File: config.mk
export PLATFORM = sky130hd
export DESIGN_NAME = sha256_stream_hasher_core_flat
export DESIGN_NICKNAME = d
export VERILOG_FILES = /design/src/sv/sha256_pkg.sv /design/src/sv/sha256_if.sv /design/src/sv/sha256_stream_hasher_core.sv /design/src/sv/sha256_round.sv /design/src/flat_wrapper.sv
export SDC_FILE = /design/constraint.sdc
export NUM_CORES = 2
export LEC_CHECK = 0
export ABC_CLOCK_PERIOD_IN_PS = 25500
export BUFFER_PORTS_ARGS = -buffer_cell sky130_fd_sc_hd__buf_2
export CELL_PAD_IN_SITES_DETAIL_PLACEMENT = 1
export CELL_PAD_IN_SITES_GLOBAL_PLACEMENT = 2
export CORE_AREA = 2 2 478 433
export DETAILED_ROUTE_END_ITERATION = 7
export DIE_AREA = 0 0 480 435
export PLACE_DENSITY_LB_ADDON = 0.1
export SLEW_MARGIN = 20
export SYNTH_ARGS = -nofsm -noshare
export SYNTH_HDL_FRONTEND = slang
export SYNTH_SLANG_ARGS = --single-unit
File: constraint.sdc
create_clock -name clk -period 25.5 [get_ports clk]
set_clock_uncertainty 0.1 [all_clocks]
set_input_delay 5.1 -clock clk [delete_from_list [all_inputs] [get_ports clk]]
set_output_delay 5.1 -clock clk [all_outputs]
set_load 0.03 [all_outputs]
File: src/sv/sha256_pkg.sv
// Shared types, constants and the round constant table for the SHA-256 stream hasher.
`default_nettype none
package sha256_pkg;

  typedef logic [31:0] word_t;
  typedef word_t [7:0] hash_t;   // element 0 is a (or H0), element 7 is h (or H7)

  localparam logic OP_ABSORB = 1'b0;
  localparam logic OP_FINISH = 1'b1;

  localparam logic [6:0] BLOCK_BYTES = 7'd64;
  localparam logic [6:0] LENGTH_POS  = 7'd56;
  localparam logic [7:0] PAD_BYTE    = 8'h80;

  localparam hash_t INIT_HASH = {
    32'h5be0cd19, 32'h1f83d9ab, 32'h9b05688c, 32'h510e527f,
    32'ha54ff53a, 32'h3c6ef372, 32'hbb67ae85, 32'h6a09e667
  };

  function automatic word_t round_k(input logic [5:0] t);
    word_t k;
    begin
      case (t)
        6'd0:  k = 32'h428a2f98;  6'd1:  k = 32'h71374491;
        6'd2:  k = 32'hb5c0fbcf;  6'd3:  k = 32'he9b5dba5;
        6'd4:  k = 32'h3956c25b;  6'd5:  k = 32'h59f111f1;
        6'd6:  k = 32'h923f82a4;  6'd7:  k = 32'hab1c5ed5;
        6'd8:  k = 32'hd807aa98;  6'd9:  k = 32'h12835b01;
        6'd10: k = 32'h243185be;  6'd11: k = 32'h550c7dc3;
        6'd12: k = 32'h72be5d74;  6'd13: k = 32'h80deb1fe;
        6'd14: k = 32'h9bdc06a7;  6'd15: k = 32'hc19bf174;
        6'd16: k = 32'he49b69c1;  6'd17: k = 32'hefbe4786;
        6'd18: k = 32'h0fc19dc6;  6'd19: k = 32'h240ca1cc;
        6'd20: k = 32'h2de92c6f;  6'd21: k = 32'h4a7484aa;
        6'd22: k = 32'h5cb0a9dc;  6'd23: k = 32'h76f988da;
        6'd24: k = 32'h983e5152;  6'd25: k = 32'ha831c66d;
        6'd26: k = 32'hb00327c8;  6'd27: k = 32'hbf597fc7;
        6'd28: k = 32'hc6e00bf3;  6'd29: k = 32'hd5a79147;
        6'd30: k = 32'h06ca6351;  6'd31: k = 32'h14292967;
        6'd32: k = 32'h27b70a85;  6'd33: k = 32'h2e1b2138;
        6'd34: k = 32'h4d2c6dfc;  6'd35: k = 32'h53380d13;
        6'd36: k = 32'h650a7354;  6'd37: k = 32'h766a0abb;
        6'd38: k = 32'h81c2c92e;  6'd39: k = 32'h92722c85;
        6'd40: k = 32'ha2bfe8a1;  6'd41: k = 32'ha81a664b;
        6'd42: k = 32'hc24b8b70;  6'd43: k = 32'hc76c51a3;
        6'd44: k = 32'hd192e819;  6'd45: k = 32'hd6990624;
        6'd46: k = 32'hf40e3585;  6'd47: k = 32'h106aa070;
        6'd48: k = 32'h19a4c116;  6'd49: k = 32'h1e376c08;
        6'd50: k = 32'h2748774c;  6'd51: k = 32'h34b0bcb5;
        6'd52: k = 32'h391c0cb3;  6'd53: k = 32'h4ed8aa4a;
        6'd54: k = 32'h5b9cca4f;  6'd55: k = 32'h682e6ff3;
        6'd56: k = 32'h748f82ee;  6'd57: k = 32'h78a5636f;
        6'd58: k = 32'h84c87814;  6'd59: k = 32'h8cc70208;
        6'd60: k = 32'h90befffa;  6'd61: k = 32'ha4506ceb;
        6'd62: k = 32'hbef9a3f7;  6'd63: k = 32'hc67178f2;
        default: k = 32'h0;
      endcase
      return k;
    end
  endfunction

endpackage
`default_nettype wire

File: src/sv/sha256_if.sv
// Valid/ready channel interfaces for message bytes in and digest words out.
`default_nettype none
interface sha256_msg_if;
  logic       valid;
  logic       ready;
  logic       op;
  logic [7:0] message_byte;

  modport source (output valid, output op, output message_byte, input ready);
  modport sink   (input valid, input op, input message_byte, output ready);
endinterface

interface sha256_digest_if;
  logic        valid;
  logic        ready;
  logic [31:0] digest_word;
  logic [2:0]  word_index;
  logic        last_word;
  logic        length_overflow;

  modport source (output valid, output digest_word, output word_index,
                  output last_word, output length_overflow, input ready);
  modport sink   (input valid, input digest_word, input word_index,
                  input last_word, input length_overflow, output ready);
endinterface
`default_nettype wire

File: src/sv/sha256_stream_hasher_core.sv
// Top level of the SHA-256 stream hasher: byte intake, padding sequencer and round engine.
`default_nettype none
// Usage. Bytes arrive on the msg channel (valid/ready, accepted when both are high).
// op = absorb adds message_byte to the current 64-byte block; op = finish pads the
// message and hashes it. Each finish yields eight words on the digest channel,
// word_index 0 (most significant) first, last_word on index 7 and length_overflow
// set on all eight if the bit count wrapped past 2^64-1.
// Sequence. The byte that completes a block starts the compression, which runs all 64
// rounds on a single round unit and then folds the result into the chaining hash.
// A finish shifts in the padding one byte a cycle (up to 64 bytes for a block of
// padding alone), starts each compression, runs one or two compressions and then
// offers the eight digest words, one a cycle while the receiver takes them.
// Sustained intake is limited by the round unit, since no byte is taken while it runs.
// msg.ready is high only while the block is idle; it stays low through compression,
// padding and digest output. If the receiver stalls, the current digest word is held
// and nothing else moves. After the eighth word is taken the chaining hash, byte count
// and overflow flag return to their initial values for the next message.
// Reset (rst, synchronous, active high) loads the initial hash, clears the counts and
// leaves the block idle and ready; no clearing pass is needed.
module sha256_stream_hasher_core (
  input  wire logic clk,
  input  wire logic rst,
  sha256_msg_if.sink      msg,
  sha256_digest_if.source digest
);
  import sha256_pkg::*;

  typedef enum logic [2:0] {IDLE, PAD, COMP, FOLD, EMIT} state_t;

  state_t      state;
  hash_t       chain;
  hash_t       work;
  word_t       blk [16];     // block shift line, blk[0] is the oldest word
  logic [6:0]  fill;
  logic [63:0] bits;
  logic        ovf;
  logic        finishing;    // padding of the current message is under way
  logic        len_block;    // the block being padded carries the length field
  logic [5:0]  rnd;
  logic [2:0]  idx;

  hash_t       work_next;
  word_t       w_new;
  logic [64:0] bits_sum;
  logic [63:0] len_shift;
  logic [7:0]  pad_byte;

  sha256_round u_round (
    .work_in (work),
    .k       (round_k(rnd)),
    .w0      (blk[0]),
    .w1      (blk[1]),
    .w9      (blk[9]),
    .w14     (blk[14]),
    .work_out(work_next),
    .w_new   (w_new)
  );

  always_comb begin
    bits_sum  = {1'b0, bits} + 65'd8;
    // Length bytes go out big-endian: byte i of the field is bits[63-8i -: 8].
    len_shift = bits >> {~fill[2:0], 3'b000};
    pad_byte  = (len_block && (fill >= LENGTH_POS)) ? len_shift[7:0] : 8'h00;
  end

  assign msg.ready              = (state == IDLE);
  assign digest.valid           = (state == EMIT);
  assign digest.digest_word     = chain[idx];
  assign digest.word_index      = idx;
  assign digest.last_word       = (idx == 3'd7);
  assign digest.length_overflow = ovf;

  always_ff @(posedge clk) begin
    if (rst) begin
      state     <= IDLE;
      chain     <= INIT_HASH;
      fill      <= 7'd0;
      bits      <= 64'd0;
      ovf       <= 1'b0;
      finishing <= 1'b0;
      len_block <= 1'b0;
      rnd       <= 6'd0;
      idx       <= 3'd0;
    end else begin
      case (state)
        IDLE: begin
          if (msg.valid) begin
            for (int i = 0; i < 15; i++) begin
              blk[i] <= {blk[i][23:0], blk[i+1][31:24]};
            end
            if (msg.op == OP_ABSORB) begin
              blk[15] <= {blk[15][23:0], msg.message_byte};
              bits    <= bits_sum[63:0];
              if (bits_sum[64]) begin
                ovf <= 1'b1;
              end
              if (fill == BLOCK_BYTES - 7'd1) begin
                fill  <= 7'd0;
                work  <= chain;
                rnd   <= 6'd0;
                state <= COMP;
              end else begin
                fill <= fill + 7'd1;
              end
            end else begin
              blk[15]   <= {blk[15][23:0], PAD_BYTE};
              fill      <= fill + 7'd1;
              finishing <= 1'b1;
              len_block <= (fill < LENGTH_POS);
              state     <= PAD;
            end
          end
        end
        PAD: begin
          if (fill == BLOCK_BYTES) begin
            fill  <= 7'd0;
            work  <= chain;
            rnd   <= 6'd0;
            state <= COMP;
          end else begin
            for (int i = 0; i < 15; i++) begin
              blk[i] <= {blk[i][23:0], blk[i+1][31:24]};
            end
            blk[15] <= {blk[15][23:0], pad_byte};
            fill    <= fill + 7'd1;
          end
        end
        COMP: begin
          work <= work_next;
          for (int i = 0; i < 15; i++) begin
            blk[i] <= blk[i+1];
          end
          blk[15] <= w_new;
          rnd     <= rnd + 6'd1;
          if (rnd == 6'd63) begin
            state <= FOLD;
          end
        end
        FOLD: begin
          for (int i = 0; i < 8; i++) begin
            chain[i] <= chain[i] + work[i];
          end
          if (finishing && len_block) begin
            idx   <= 3'd0;
            state <= EMIT;
          end else if (finishing) begin
            len_block <= 1'b1;
            state     <= PAD;
          end else begin
            state <= IDLE;
          end
        end
        EMIT: begin
          if (digest.ready) begin
            idx <= idx + 3'd1;
            if (idx == 3'd7) begin
              chain     <= INIT_HASH;
              fill      <= 7'd0;
              bits      <= 64'd0;
              ovf       <= 1'b0;
              finishing <= 1'b0;
              len_block <= 1'b0;
              state     <= IDLE;
            end
          end
        end
        default: begin
          state <= IDLE;
        end
      endcase
    end
  end

endmodule
`default_nettype wire

File: src/sv/sha256_round.sv
// One SHA-256 compression round and one message schedule expansion step.
`default_nettype none
module sha256_round (
  input  wire sha256_pkg::hash_t work_in,
  input  wire sha256_pkg::word_t k,
  input  wire sha256_pkg::word_t w0,
  input  wire sha256_pkg::word_t w1,
  input  wire sha256_pkg::word_t w9,
  input  wire sha256_pkg::word_t w14,
  output sha256_pkg::hash_t work_out,
  output sha256_pkg::word_t w_new
);
  import sha256_pkg::*;

  word_t a, b, c, d, e, f, g, h;
  word_t big0, big1, ch, maj, t1, t2, s0, s1;

  always_comb begin
    a = work_in[0]; b = work_in[1]; c = work_in[2]; d = work_in[3];
    e = work_in[4]; f = work_in[5]; g = work_in[6]; h = work_in[7];
    big1 = {e[5:0], e[31:6]} ^ {e[10:0], e[31:11]} ^ {e[24:0], e[31:25]};
    big0 = {a[1:0], a[31:2]} ^ {a[12:0], a[31:13]} ^ {a[21:0], a[31:22]};
    ch   = (e & f) ^ (~e & g);
    maj  = (a & b) ^ (a & c) ^ (b & c);
    t1   = h + big1 + ch + k + w0;
    t2   = big0 + maj;
    work_out[7] = g;
    work_out[6] = f;
    work_out[5] = e;
    work_out[4] = d + t1;
    work_out[3] = c;
    work_out[2] = b;
    work_out[1] = a;
    work_out[0] = t1 + t2;
    // The schedule word sixteen rounds ahead.
    s0    = {w1[6:0], w1[31:7]} ^ {w1[17:0], w1[31:18]} ^ {3'b000, w1[31:3]};
    s1    = {w14[16:0], w14[31:17]} ^ {w14[18:0], w14[31:19]} ^ {10'd0, w14[31:10]};
    w_new = s1 + w9 + s0 + w0;
  end

endmodule
`default_nettype wire
File: src/flat_wrapper.sv
// flat-port wrapper written by rule: the top's interface ports become plain ports
module sha256_stream_hasher_core_flat import sha256_pkg::*;
  (clk, rst, msg_valid, msg_op, msg_message_byte, msg_ready, digest_valid, digest_digest_word, digest_word_index, digest_last_word, digest_length_overflow, digest_ready);
  sha256_msg_if msg_i ();
  sha256_digest_if digest_i ();
  input  wire logic clk;
  input  wire logic rst;
  input wire logic [$bits(msg_i.valid)-1:0] msg_valid;
  input wire logic [$bits(msg_i.op)-1:0] msg_op;
  input wire logic [$bits(msg_i.message_byte)-1:0] msg_message_byte;
  output wire logic [$bits(msg_i.ready)-1:0] msg_ready;
  output wire logic [$bits(digest_i.valid)-1:0] digest_valid;
  output wire logic [$bits(digest_i.digest_word)-1:0] digest_digest_word;
  output wire logic [$bits(digest_i.word_index)-1:0] digest_word_index;
  output wire logic [$bits(digest_i.last_word)-1:0] digest_last_word;
  output wire logic [$bits(digest_i.length_overflow)-1:0] digest_length_overflow;
  input wire logic [$bits(digest_i.ready)-1:0] digest_ready;
  assign msg_i.valid = msg_valid;
  assign msg_i.op = msg_op;
  assign msg_i.message_byte = msg_message_byte;
  assign msg_ready = msg_i.ready;
  assign digest_valid = digest_i.valid;
  assign digest_digest_word = digest_i.digest_word;
  assign digest_word_index = digest_i.word_index;
  assign digest_last_word = digest_i.last_word;
  assign digest_length_overflow = digest_i.length_overflow;
  assign digest_i.ready = digest_ready;
  sha256_stream_hasher_core u_core (.clk(clk), .rst(rst), .msg(msg_i), .digest(digest_i));
endmodule
==> results.txt <==
The class of the worst hold path is flip-flop to flip-flop. The tree is rooted in a sky130_fd_sc_hd__clkbuf_16. The part of the cycle the worst path needs is 0.3609. The standard cell with the maximum stage delay on the critical path is sky130_fd_sc_hd__edfxtp_1. The largest fanout on the critical path is 8.

Of the total power, the clock network draws 0.400. The endpoint required time on the critical path is 26040 ps. The HPWL reported at the end of detailed placement came out at 210.8 mm.

The number of unique standard cell types used by synthesis came out at 101. Of the total power, the share spent switching nets is 0.3059. The clock slew seen by the registers of the worst setup and hold paths came out at 60 ps. Before CTS, the worst setup slack after placement is 15710 ps. The post-CTS repair timing setup buffer count is 0.

Clock latency on the worst-skew pair, taken at its later pin, is 810 ps. STA classifies the critical path startpoint as a flip-flop. The cell-internal power came out at 3.585 mW. The post-route DRC violation count is 0. The maximum buffer depth of the clock tree is 3. During I/O placement, the number of pins put on the boundary was 52.

The power per cell area came out at 62.62 mW/mm^2. The total routing resource utilization after global routing came out at 0.2731. The share of cells above drive strength 1 came out at 0.06638. The worst-case IR drop observed on VDD is 0.00005334 V. The number of antenna violations at the first check in global routing came to 7. The area fraction of the dominant cell type after synthesis is 0.3074.

The flip-flop and latch count after synthesis came out at 1139. In this run the mean area of a mapped cell was 8.941 um^2. The worst hold path cell count is 2. The routability congestion estimate from global placement is 0.9260. For this run the aggregate overflow at the end of global routing stands at 0.

The horizontal extent of the die is 480 um. The combinational family with the most area after synthesis is simple AND/OR/NAND/NOR gates. The actual slew at the worst max-slew pin came out at 1226 ps. The sequential fraction of the synthesis area is 0.4064. The number of warning messages in the yosys log is 0. The residual antenna-violating net count after detailed routing came out at 0. The setup slack of the critical path after layout came out at 16300 ps. The floorplan step defined a die boundary enclosing 0.2088 mm^2. The final count of pins violating max slew is 0. The worst-case headroom to the max-slew limit is 0.1591. When the netlist entered floorplanning its net count stood at 8993. The H-tree depth reported by CTS came out at 4. The wire length per cell came out at 26.19 um.

The compound-cell area share of the yosys netlist came out at 0.1386. The run finished with clean final reports. Hold repair after CTS inserted 0 buffers. The xor/xnor share of the synthesized area came out at 0.07133. The pre-antenna-repair detailed-routing pass consisted of 6 iterations.

The number of cell instances on the worst register-to-register path came out at 27. The minimum setup slack among reg-to-reg paths is 16300 ps. The violation count after the first detailed-routing iteration is 4357. The clock sink total is 1139.

The via count of the first global-routing pass was 63140. The number of cells produced by synthesis is 8391. The worst setup path is captured at a flip-flop. The multiplexer fraction of the synthesized cell area came out at 0.03442. The total number of nets in the final design came out at 8813. The net switching power is 1.580 mW. Adding up every negative setup slack in the final design gives 0 ps. The global-route wire length before repair came out at 427.3 mm.

The post-detailed-routing wire length is 289.5 mm. The area growth from synthesis to layout is 9.925%. The number of violations of the max-capacitance limit is 0. The post-synthesis async set-or-reset flop share is 0. The synthesized-area fraction occupied by and/or/nand/nor cells is 0.1894. The initial core utilization came out at 0.3670. The worst endpoint data arrival time came out at 9750 ps.

The final critical delay including setup and external delays is 9203 ps. Based on the critical path, the design can be clocked at up to 0.1087 GHz. The count of buffers added on input and output ports is 51. The library cell with the largest summed area after synthesis is sky130_fd_sc_hd__edfxtp_1. The depth of the critical timing path with buffers and inverters included is 27. The sequential share of power is 0.410. The number of hold violations in the final report came out at 0. The clock tree from TritonCTS is yes.

The class of the most critical setup path is flip-flop to flip-flop. The stage delay of the slowest cell on the critical path is 660 ps. Entering global routing, the biggest net connects 219 pins.

Among all flip-flop cells after synthesis, the most frequent one is sky130_fd_sc_hd__edfxtp_1. The total clock buffers created by CTS came out at 148. By area the synthesized netlist is led by sky130_fd_sc_hd__edfxtp_1, sky130_fd_sc_hd__nand2_1, sky130_fd_sc_hd__dfxtp_1.

The number of core rows came out at 158. The synthesized design contains 768 enable-type register cells. In the routed layout, each cell is associated on average with a via count of 5.589. The standard cell core area is 0.2044 mm^2. The floorplan die height is 435 um. The setup violation total in the final timing report came out at 0. The logic gate share of total power came out at 0.190.

The cell class contributing the biggest share of worst-path delay is compound AO/OA/AOI/OAI gates. The power after layout came out at 5.164 mW. The netlist area before placement came out at 0.07502 mm^2. Setup repair after global routing left no endpoint under its margin.

In this design, the critical path's most frequently occurring cell is sky130_fd_sc_hd__fa_1. The static leakage came out at 33.53 nW. Counting both buffers and inverters, the worst setup path holds a total of 2.

After clock tree synthesis, the repair step resized 0 gates. The routed via count is 61790. The adder-cell area share of the yosys netlist came out at 0.1207.
registers in the layout, summed over array words and instances, names as in the netlist:
register,count
u_core.blk,512
u_core.chain,256
u_core.work,256
u_core.bits,61
u_core.u_round.k,32
u_core.fill,7
u_core.rnd,6
u_core.digest.word_index,3
u_core.state,3
u_core.digest.length_overflow,1
u_core.finishing,1
u_core.len_block,1
synthesized netlist by cell type (22+ instances only):
library cell               count
sky130_fd_sc_hd__maj3_1       22
sky130_fd_sc_hd__and3_1       45
sky130_fd_sc_hd__a211oi_1     55
sky130_fd_sc_hd__ha_1        394
sky130_fd_sc_hd__nand4_1      33
sky130_fd_sc_hd__mux2i_1      24
sky130_fd_sc_hd__a21oi_1     448
sky130_fd_sc_hd__buf_1        28
sky130_fd_sc_hd__o31ai_1      27
sky130_fd_sc_hd__inv_1       280
sky130_fd_sc_hd__nand3_1     155
sky130_fd_sc_hd__o21a_1       61
sky130_fd_sc_hd__o21ai_0     448
sky130_fd_sc_hd__mux4_2       77
sky130_fd_sc_hd__dfxtp_1     371
sky130_fd_sc_hd__clkbuf_1    429
sky130_fd_sc_hd__nor2_1      424
sky130_fd_sc_hd__nor3_1      104
sky130_fd_sc_hd__a21o_1      174
sky130_fd_sc_hd__o211ai_1     46
sky130_fd_sc_hd__a31oi_1      51
sky130_fd_sc_hd__fa_1        195
sky130_fd_sc_hd__a22oi_1      29
sky130_fd_sc_hd__xor2_1      206
sky130_fd_sc_hd__nor2b_1      41
sky130_fd_sc_hd__edfxtp_1    768
sky130_fd_sc_hd__o21bai_1     36
sky130_fd_sc_hd__o22ai_1      65
sky130_fd_sc_hd__xnor2_1     405
sky130_fd_sc_hd__nand2_1    2449
sky130_fd_sc_hd__nand2b_1     52
sky130_fd_sc_hd__mux2_2       54
sky130_fd_sc_hd__or3_1        42
sky130_fd_sc_hd__and2_1       22
area by class of cell:
class | instances | area [um^2]
clock buffer | 208 | 4113
timing repair buffer | 150 | 1055
sequential | 1139 | 30500
clock inverter | 62 | 548.0
multi-input combinational | 6487 | 41770
fill | 23520 | 121900
tap | 2720 | 3403
inverter | 285 | 1077
antenna | 4 | 10.01
power by group through the flow:
| stage | combinational (mW) | clock, mW | sequential [mW] |
|---|---|---|---|
| global route | 1.09 | 2.18 | 2.12 |
| finish | 0.982 | 2.07 | 2.12 |
| global placement | 0.961 | 0 | 2.16 |
| CTS | 0.983 | 2.12 | 2.12 |
| detailed placement | 0.974 | 0 | 2.16 |
| floorplan | 0.683 | 0 | 2.14 |
worst paths after layout:
check	from	to
max	u_core.work[129]$_DFFE_PP_	u_core.work[31]$_DFFE_PP_
min	u_core.chain[186]$_SDFFE_PP0P_	u_core.chain[186]$_SDFFE_PP0P_
max reg2reg	u_core.work[129]$_DFFE_PP_	u_core.work[31]$_DFFE_PP_
min reg2reg	u_core.chain[186]$_SDFFE_PP0P_	u_core.chain[186]$_SDFFE_PP0P_
routing by layer:
layer,vias up,share of wire,wire (um),track usage
li1,28720,-,-,-
met1,31280,0.45,131300,0.3723
met2,1379,0.47,134900,0.4465
met3,399,0.048,14020,0.03946
met4,0,0.032,9319,0.08338
met5,-,0,0,0
layout by cell type (no fill, tap or decap), types with 45 or more instances in the layout:
master                      instances
sky130_fd_sc_hd__a31oi_1           51
sky130_fd_sc_hd__edfxtp_1         768
sky130_fd_sc_hd__fa_1             195
sky130_fd_sc_hd__o21a_1            61
sky130_fd_sc_hd__inv_1            279
sky130_fd_sc_hd__ha_1             394
sky130_fd_sc_hd__mux2_2            54
sky130_fd_sc_hd__nor2_1           418
sky130_fd_sc_hd__xor2_1           205
sky130_fd_sc_hd__buf_4             95
sky130_fd_sc_hd__dfxtp_1          368
sky130_fd_sc_hd__nand2_1         2442
sky130_fd_sc_hd__nand3_1          154
sky130_fd_sc_hd__nor3_1           104
sky130_fd_sc_hd__buf_2             50
sky130_fd_sc_hd__nand2b_1          52
sky130_fd_sc_hd__xnor2_1          404
sky130_fd_sc_hd__o22ai_1           65
sky130_fd_sc_hd__a211oi_1          55
sky130_fd_sc_hd__o211ai_1          46
sky130_fd_sc_hd__a21o_1           174
sky130_fd_sc_hd__o21ai_0          444
sky130_fd_sc_hd__a21oi_1          448
sky130_fd_sc_hd__mux4_2            77
sky130_fd_sc_hd__clkbuf_1          45
sky130_fd_sc_hd__clkbuf_16        151
worst register-to-register path: cells and delay by family, from the launching register on:
family	cells	cell delay, ps
AOI/OAI and AO/OA	11	3310
xor gates and xnor gates	1	370
adders and majority gates	7	3010
buffers and inverters	2	130
DFF	1	660
and+or+nand+nor	6	1460
through the flow:
step / area [um^2] / cells / util / hold slack [ps]
floorplan: 75020 / 8391 / - / 358.9
global placement: 77770 / 10780 / 0.3805 / 383.0
detailed placement: 77770 / 10780 / 0.3805 / 393.2
CTS: 82430 / 11050 / 0.4033 / 401.1
global route: 82460 / 11050 / 0.4034 / 423.9
finish: 82470 / 11060 / 0.4035 / 397.8
cell families after synthesis:
kind of cell,Yosys count
flops,1139
xor+xnor,611
fa+ha+maj,611
buf+inv,765
mux,155
simple gates,3448
compound gates,1662
(Power assumes the default switching activity.)
